===== src/hdl/cpqs_pkg.sv =====
// Shared types and constants for the circular priority queue.
package cpqs_pkg;

   localparam int VALUE_W  = 32;
   localparam int PRIO_W   = 16;
   localparam int CAP_W    = 5;
   localparam int STATUS_W = 2;

   // Operation codes carried by a request word.
   localparam logic OP_ENQUEUE = 1'b0;
   localparam logic OP_DEQUEUE = 1'b1;

   // Status codes carried by a response word.
   typedef enum logic [STATUS_W-1:0] {
      STATUS_OK    = 2'd0,
      STATUS_FULL  = 2'd1,
      STATUS_EMPTY = 2'd2
   } status_type;

   // One stored entry of the queue.
   typedef struct packed {
      logic signed [VALUE_W-1:0] value;
      logic signed [PRIO_W-1:0]  prio;
   } entry_type;

   // Per-cell control from the sequencer.
   typedef struct packed {
      logic shift;     // take a new entry this cycle
      logic take_wrap; // take the entry leaving cell zero instead of the neighbour's
      logic load;      // write the incoming request entry
   } cell_ctl_type;

endpackage


===== src/hdl/cpqs_cell.sv =====
// One storage cell of the queue chain.
module cpqs_cell (
   input  logic                    clock,
   input  cpqs_pkg::cell_ctl_type  ctl,
   input  cpqs_pkg::entry_type     next_in,
   input  cpqs_pkg::entry_type     wrap_in,
   input  cpqs_pkg::entry_type     load_in,
   output cpqs_pkg::entry_type     entry_out
);
   import cpqs_pkg::*;

   entry_type entry_ff;
   entry_type entry_in;

   // A load has priority; otherwise the cell moves one place towards the head.
   always_comb begin
      entry_in = entry_ff;
      if (ctl.load) begin
         entry_in = load_in;
      end else if (ctl.shift) begin
         entry_in = ctl.take_wrap ? wrap_in : next_in;
      end
   end

   always_ff @(posedge clock) begin
      entry_ff <= entry_in;
   end

   assign entry_out = entry_ff;

endmodule


===== src/hdl/circular_priority_queue_scan.sv =====
// Top level of the circular priority queue built as a chain of storage cells.
//
//  Port group   Direction  Handshake             Word
//  req_*        in         req_valid/req_ready   op, item value, item priority
//  rsp_*        out        rsp_valid/rsp_ready   status, value, occupancy
//  csr_*        in         csr_write_enable      queue capacity (clears the queue)
//
// An enqueue or an empty dequeue goes from acceptance to ST_DONE, which loads
// the response register. A dequeue of a non-empty queue rotates the chain once
// past the comparator at cell zero to find the winner, then once more to drop
// it. Entries are kept oldest first from cell zero. The response sits in
// an output register, so a new request is taken while it waits. Reset empties
// the queue and sets the capacity to the smaller of 16 and DEPTH.
module circular_priority_queue_scan #(
   parameter int DEPTH = 16
) (
   input  logic                                clock,
   input  logic                                reset,
   input  logic                                req_valid,
   output logic                                req_ready,
   input  logic                                req_op,
   input  logic signed [cpqs_pkg::VALUE_W-1:0] req_item_value,
   input  logic signed [cpqs_pkg::PRIO_W-1:0]  req_item_priority,
   output logic                                rsp_valid,
   input  logic                                rsp_ready,
   output logic [cpqs_pkg::STATUS_W-1:0]       rsp_status,
   output logic signed [cpqs_pkg::VALUE_W-1:0] rsp_out_value,
   output logic [cpqs_pkg::CAP_W-1:0]          rsp_occupancy,
   input  logic                                csr_write_enable,
   input  logic [cpqs_pkg::CAP_W-1:0]          csr_write_data
);
   import cpqs_pkg::*;

   localparam int IW        = $clog2(DEPTH);
   localparam int CNT_W     = $clog2(DEPTH + 1);
   localparam int CMP_W     = (CNT_W > CAP_W) ? CNT_W : CAP_W;
   localparam int CAP_RESET = (DEPTH < 16) ? DEPTH : 16;

   typedef enum logic [1:0] {ST_IDLE, ST_SCAN, ST_DROP, ST_DONE} state_type;

   state_type                 state_ff, state_in;
   logic [CNT_W-1:0]          cap_ff, cap_in;
   logic [CNT_W-1:0]          count_ff, count_in;
   logic [CNT_W-1:0]          len_ff, len_in;
   logic [IW-1:0]             step_ff, step_in;
   logic [IW-1:0]             best_idx_ff, best_idx_in;
   logic signed [PRIO_W-1:0]  best_prio_ff, best_prio_in;
   logic signed [VALUE_W-1:0] res_value_ff, res_value_in;
   status_type                status_ff, status_in;
   logic                      rsp_valid_ff, rsp_valid_in;
   status_type                rsp_status_ff, rsp_status_in;
   logic signed [VALUE_W-1:0] rsp_value_ff, rsp_value_in;
   logic [CAP_W-1:0]          rsp_occ_ff, rsp_occ_in;

   logic                      accept;
   logic                      shift;
   logic                      wrap_en;
   logic                      enq_load;
   logic                      last_step;
   logic [CMP_W-1:0]          wdata_wide;
   logic [CNT_W-1:0]          cap_clamped;
   entry_type                 load_entry;
   entry_type                 cell_q [DEPTH];
   cell_ctl_type              cell_ctl [DEPTH];

   assign accept     = req_valid && req_ready;
   assign req_ready  = (state_ff == ST_IDLE);
   assign load_entry = '{value: req_item_value, prio: req_item_priority};
   assign last_step  = ((CNT_W'(step_ff) + CNT_W'(1)) == count_ff);

   // Capacity write: zero acts as one, anything above the built depth as DEPTH.
   assign wdata_wide = CMP_W'(csr_write_data);
   always_comb begin
      if (wdata_wide == '0) begin
         cap_clamped = CNT_W'(1);
      end else if (wdata_wide > CMP_W'(DEPTH)) begin
         cap_clamped = CNT_W'(DEPTH);
      end else begin
         cap_clamped = CNT_W'(wdata_wide);
      end
   end

   // The chain of cells; the last cell is fed from cell zero.
   for (genvar i = 0; i < DEPTH; i++) begin : g_cell
      assign cell_ctl[i].shift     = shift;
      assign cell_ctl[i].take_wrap = wrap_en && (CNT_W'(i) == (len_ff - CNT_W'(1)));
      assign cell_ctl[i].load      = enq_load && (CNT_W'(i) == count_ff);

      cpqs_cell u_cell (
         .clock     (clock),
         .ctl       (cell_ctl[i]),
         .next_in   (cell_q[(i + 1) % DEPTH]),
         .wrap_in   (cell_q[0]),
         .load_in   (load_entry),
         .entry_out (cell_q[i])
      );
   end

   // Sequencer: scan pass finds the winner, drop pass removes it.
   always_comb begin
      state_in      = state_ff;
      cap_in        = cap_ff;
      count_in      = count_ff;
      len_in        = len_ff;
      step_in       = step_ff;
      best_idx_in   = best_idx_ff;
      best_prio_in  = best_prio_ff;
      res_value_in  = res_value_ff;
      status_in     = status_ff;
      rsp_valid_in  = rsp_valid_ff && !rsp_ready;
      rsp_status_in = rsp_status_ff;
      rsp_value_in  = rsp_value_ff;
      rsp_occ_in    = rsp_occ_ff;
      shift         = 1'b0;
      wrap_en       = 1'b0;
      enq_load      = 1'b0;

      case (state_ff)
         ST_IDLE: begin
            if (csr_write_enable) begin
               cap_in   = cap_clamped;
               count_in = '0;
            end else if (accept) begin
               res_value_in = '0;
               status_in    = STATUS_OK;
               if (req_op == OP_ENQUEUE) begin
                  if (count_ff >= cap_ff) begin
                     status_in = STATUS_FULL;
                  end else begin
                     enq_load = 1'b1;
                     count_in = count_ff + CNT_W'(1);
                  end
                  state_in = ST_DONE;
               end else if (count_ff == '0) begin
                  status_in = STATUS_EMPTY;
                  state_in  = ST_DONE;
               end else begin
                  step_in  = '0;
                  len_in   = count_ff;
                  state_in = ST_SCAN;
               end
            end
         end

         ST_SCAN: begin
            shift   = 1'b1;
            wrap_en = 1'b1;
            // Strictly greater only, so the oldest of equal priorities is kept.
            if ((step_ff == '0) || (cell_q[0].prio > best_prio_ff)) begin
               best_prio_in = cell_q[0].prio;
               res_value_in = cell_q[0].value;
               best_idx_in  = step_ff;
            end
            if (last_step) begin
               step_in  = '0;
               state_in = ST_DROP;
            end else begin
               step_in = step_ff + IW'(1);
            end
         end

         ST_DROP: begin
            shift = 1'b1;
            // The winner leaves cell zero without wrapping; the ring shrinks by one.
            if (step_ff == best_idx_ff) begin
               len_in = len_ff - CNT_W'(1);
            end else begin
               wrap_en = 1'b1;
            end
            if (last_step) begin
               count_in = count_ff - CNT_W'(1);
               state_in = ST_DONE;
            end else begin
               step_in = step_ff + IW'(1);
            end
         end

         ST_DONE: begin
            if (!rsp_valid_ff || rsp_ready) begin
               rsp_valid_in  = 1'b1;
               rsp_status_in = status_ff;
               rsp_value_in  = res_value_ff;
               rsp_occ_in    = CAP_W'(count_ff);
               state_in      = ST_IDLE;
            end
         end

         default: begin
            state_in = ST_IDLE;
         end
      endcase
   end

   // State, control and response registers.
   always_ff @(posedge clock) begin
      if (reset) begin
         state_ff     <= ST_IDLE;
         cap_ff       <= CNT_W'(CAP_RESET);
         count_ff     <= '0;
         rsp_valid_ff <= 1'b0;
      end else begin
         state_ff     <= state_in;
         cap_ff       <= cap_in;
         count_ff     <= count_in;
         rsp_valid_ff <= rsp_valid_in;
      end
      len_ff        <= len_in;
      step_ff       <= step_in;
      best_idx_ff   <= best_idx_in;
      best_prio_ff  <= best_prio_in;
      res_value_ff  <= res_value_in;
      status_ff     <= status_in;
      rsp_status_ff <= rsp_status_in;
      rsp_value_ff  <= rsp_value_in;
      rsp_occ_ff    <= rsp_occ_in;
   end

   assign rsp_valid     = rsp_valid_ff;
   assign rsp_status    = rsp_status_ff;
   assign rsp_out_value = rsp_value_ff;
   assign rsp_occupancy = rsp_occ_ff;

endmodule

===== config.mk =====
export PLATFORM = sky130hd
export DESIGN_NAME = circular_priority_queue_scan
export DESIGN_NICKNAME = d
export VERILOG_FILES = /design/src/hdl/cpqs_pkg.sv /design/src/hdl/cpqs_cell.sv /design/src/hdl/circular_priority_queue_scan.sv
export SDC_FILE = /design/constraint.sdc
export NUM_CORES = 1
export LEC_CHECK = 0
export BUFFER_PORTS_ARGS = -buffer_cell sky130_fd_sc_hd__clkbuf_2
export CAP_MARGIN = 40
export CORE_MARGIN = 4
export CORE_UTILIZATION = 47
export CTS_BUF_LIST = sky130_fd_sc_hd__clkbuf_8
export DETAILED_ROUTE_END_ITERATION = 10
export GPL_TIMING_DRIVEN = 1
export PLACE_DENSITY = 0.61
export SKIP_CTS_REPAIR_TIMING = 1
export SLEW_MARGIN = 20
export SYNTH_ARGS = -nofsm -noshare
export SYNTH_HDL_FRONTEND = slang
export SYNTH_SLANG_ARGS = --single-unit

===== constraint.sdc =====
create_clock -name clock -period 7.8 [get_ports clock]
set_input_delay 1.56 -clock clock [delete_from_list [all_inputs] [get_ports clock]]
set_output_delay 1.56 -clock clock [all_outputs]
set_load 0.01 [all_outputs]

==> impl_metrics.json <==
{
  "status": "complete, no violations",
  "drive_gt1_share_pct": 13.3,
  "crit_fanout": 67,
  "fmax_mhz": 257,
  "h-tree-depth": 4,
  "cp_data_required_time_ns": 8.28,
  "fin_util_pct": 52.4,
  "post-route-min-period_ns": 3.90,
  "crit_path_start_kind": "flip-flop",
  "end_kind": "flip-flop",
  "clockPowerShare_pct": 19.7,
  "yosys.area.top_type": "edfxtp_1",
  "cts_tree": "done",
  "swShare_pct": 33.9,
  "max_slew_margin_pct": 44.2,
  "netSwitchingPower_mw": 6.59,
  "ys_async_sr_fraction_pct": 0,
  "core-area_um2": 92100,
  "io_buffers": 99,
  "ioPinCount": 100,
  "min_path_type": "flip-flop to flip-flop",
  "vdd_drop_max_mv": 0.344,
  "dr.pass1.iters": 5,
  "grt_pass1_wl_um": 176000,
  "drt-total-wl_um": 116000,
  "comb_power_share_pct": 27.4,
  "max_stage_delay_ns": 0.57,
  "synth_common_cells": "edfxtp_1, mux2i_1, nand2_1",
  "path_cells": "inv_1, ha_1, nand2b_1, a21oi_1, o211ai_1, buf_4, nor3_2, buf_4, buf_16, or2_4, buf_12",
  "crit_arrival_ns": 4.38,
  "routabilityCongestion": 0.773,
  "synthesis.area_um2": 43800,
  "area_growth_syn_to_layout_pct": 10.2,
  "clock_skew_ns": 0.0340,
  "drv_cap": 0,
  "cts-root-buf": "clkbuf_8",
  "wl_per_cell_um": 23.1,
  "synth-edff-count": 870,
  "p_int_mw": 12.9,
  "seqPwrFrac_pct": 52.9,
  "crit_slowest_cell": "dfxtp_1",
  "postRouteAntennaNets": 0,
  "finalSetupTns_ns": 0,
  "synth.avg_cell_area_um2": 11.9,
  "synthFlopType": "edfxtp_1",
  "nFillCells": 7875,
  "synth_top_area_share_pct": 59.6,
  "ys_ff_latch": 883,
  "die_h_um": 313,
  "period_share_pct": 49.9,
  "post-route-drc-count": 0,
  "clk_latency_ns": 0.82,
  "syn-instance-count": 3674,
  "layout.nets": 3750,
  "grt_antenna_before_repair": 4,
  "setup_viol": 0,
  "cts_buffers": 155,
  "seq_area_frac_synth_pct": 60.2,
  "fp.dieW_um": 313,
  "grt_setup_unrepaired": "false",
  "p_per_area_nw_per_um2": 403,
  "hold_viol": 0,
  "yosys_warnings": 0,
  "criticalPathCategory": "flip-flop to flip-flop",
  "initialDrtViolationCount": 2609,
  "tightest_slew_ns": 0.837,
  "dieArea_um2": 98200,
  "start_util_pct": 47.6,
  "clk_pin_slew_worst_paths_ns": 0.06,
  "grt_pass1_vias": 27900,
  "critical_path_buf_inv_count": 5,
  "grt_max_degree": 77,
  "cts_buffer_depth": 3,
  "syn_nets": 3771,
  "drv_slew": 0,
  "cts_sinks": 883,
  "netlist_top_cells_area": "edfxtp_1, mux2i_1, o21ai_0",
  "gr-total-overflow": 0,
  "grt_use_total_pct": 23.5,
  "p_leak_nw": 19.1,
  "yosysUniqueCellTypes": 57,
  "yosysMostFrequentCell": "edfxtp_1",
  "path_delay_family": "buffers and inverters",
  "vias_per_cell": 5.67,
  "path_common_cell": "buf_4",
  "vias": 28400,
  "hpwl_um": 68700,
  "rows": 111
}
==> worst paths after layout <==
path,start,end,slack [ns],cells past startpoint
max,count_ff[0],g_cell[7].u_cell.entry_out[19],3.90,11
min,res_value_ff[19],rsp_out_value[19],0.41,0
max reg2reg,count_ff[0],g_cell[7].u_cell.entry_out[19],3.90,11
min reg2reg,res_value_ff[19],rsp_out_value[19],0.41,0
==> power groups by stage <==
| stage | clock network [mW] | logic [mW] | registers [mW] |
|---|---|---|---|
| 6_report | 3.83 | 5.33 | 10.3 |
| 5_1_grt | 4.13 | 5.88 | 10.6 |
| 4_1_cts | 3.92 | 5.32 | 10.3 |
| 3_5_place_dp | 0 | 5.31 | 10.4 |
| 3_3_place_gp | 0 | 4.90 | 10.3 |
| 2_1_floorplan | 0 | 3.71 | 9.66 |
==> area by class of cell <==
cell class	instances	area, um2	area share, %
Timing Repair Buffer	174	1560	3.23
Clock buffer	161	2220	4.59
Multi-Input combinational cell	2403	16000	33.1
Antenna cell	5	12.5	0.0259
Sequential cell	883	26400	54.6
Inverter	36	135	0.280
Tap cell	1243	1560	3.22
Clock inverter	100	447	0.925
==> placed cells by master, fill, tap and decap left out, types with 6 or more instances in the layout <==
master,instances
dfxtp_1,13
buf_4,41
ha_1,37
clkinv_1,26
clkbuf_2,99
o21ai_0,422
buf_12,16
mux2_2,96
xnor2_1,12
buf_16,14
nand2_1,497
nor3_2,9
and2_1,33
or2_4,11
nand2b_1,6
nor2_1,223
nor3b_1,6
inv_1,94
mux2i_1,673
o21ai_1,65
or3_4,6
edfxtp_1,870
clkinv_2,6
a21oi_1,214
or4_4,8
nor3_1,8
clkbuf_8,161
nand3_1,10
==> state kept, by name, indices dropped and copies added (netlist names) <==
| signal | flops |
|---|---|
| g_cell.u_cell.entry_out | 768 |
| res_value_ff | 32 |
| rsp_out_value | 32 |
| best_prio_ff | 16 |
| cap_ff | 5 |
| count_ff | 5 |
| len_ff | 5 |
| rsp_occupancy | 5 |
| best_idx_ff | 4 |
| step_ff | 4 |
| rsp_status | 2 |
| state_ff | 2 |
| status_ff | 2 |
| rsp_valid | 1 |
==> stage by stage <==
step / worst slack [ns] / area [um2] / instances / power, mW / hold WS [ns]
after CTS: 3.83 / 48200 / 4995 / 19.6 / 0.413
after global placement: 2.85 / 44800 / 4703 / 15.2 / 0.400
after detailed placement: 3.22 / 45500 / 4734 / 15.7 / 0.405
after floorplan: 3.35 / 43800 / 3674 / 13.4 / 0.400
after global routing: 3.69 / 48300 / 5004 / 20.6 / 0.421
final: 3.90 / 48300 / 5005 / 19.4 / 0.413
==> cell families (layout without fill, tap and decap cells) <==
group	after synthesis	count (layout)	synth area share, %
other	0	5	0
DFF	883	883	60.2
buffers and inverters	388	471	3.85
and+or+nand+nor	845	845	7.99
xor gates and xnor gates	18	18	0.391
muxes	769	769	17.8
AOI/OAI and AO/OA	733	733	8.61
adders and majority gates	38	38	1.09
==> metal layers <==
metal / GRT usage (%) / wire [um] / vias to the layer above
met4: 7.19 / 2740 / 0
li1: - / - / 13300
met1: 32.8 / 51300 / 13900
met5: 0 / 0 / -
met3: 4.11 / 7840 / 180
met2: 37.7 / 54000 / 962
(Power assumes the default switching activity.)
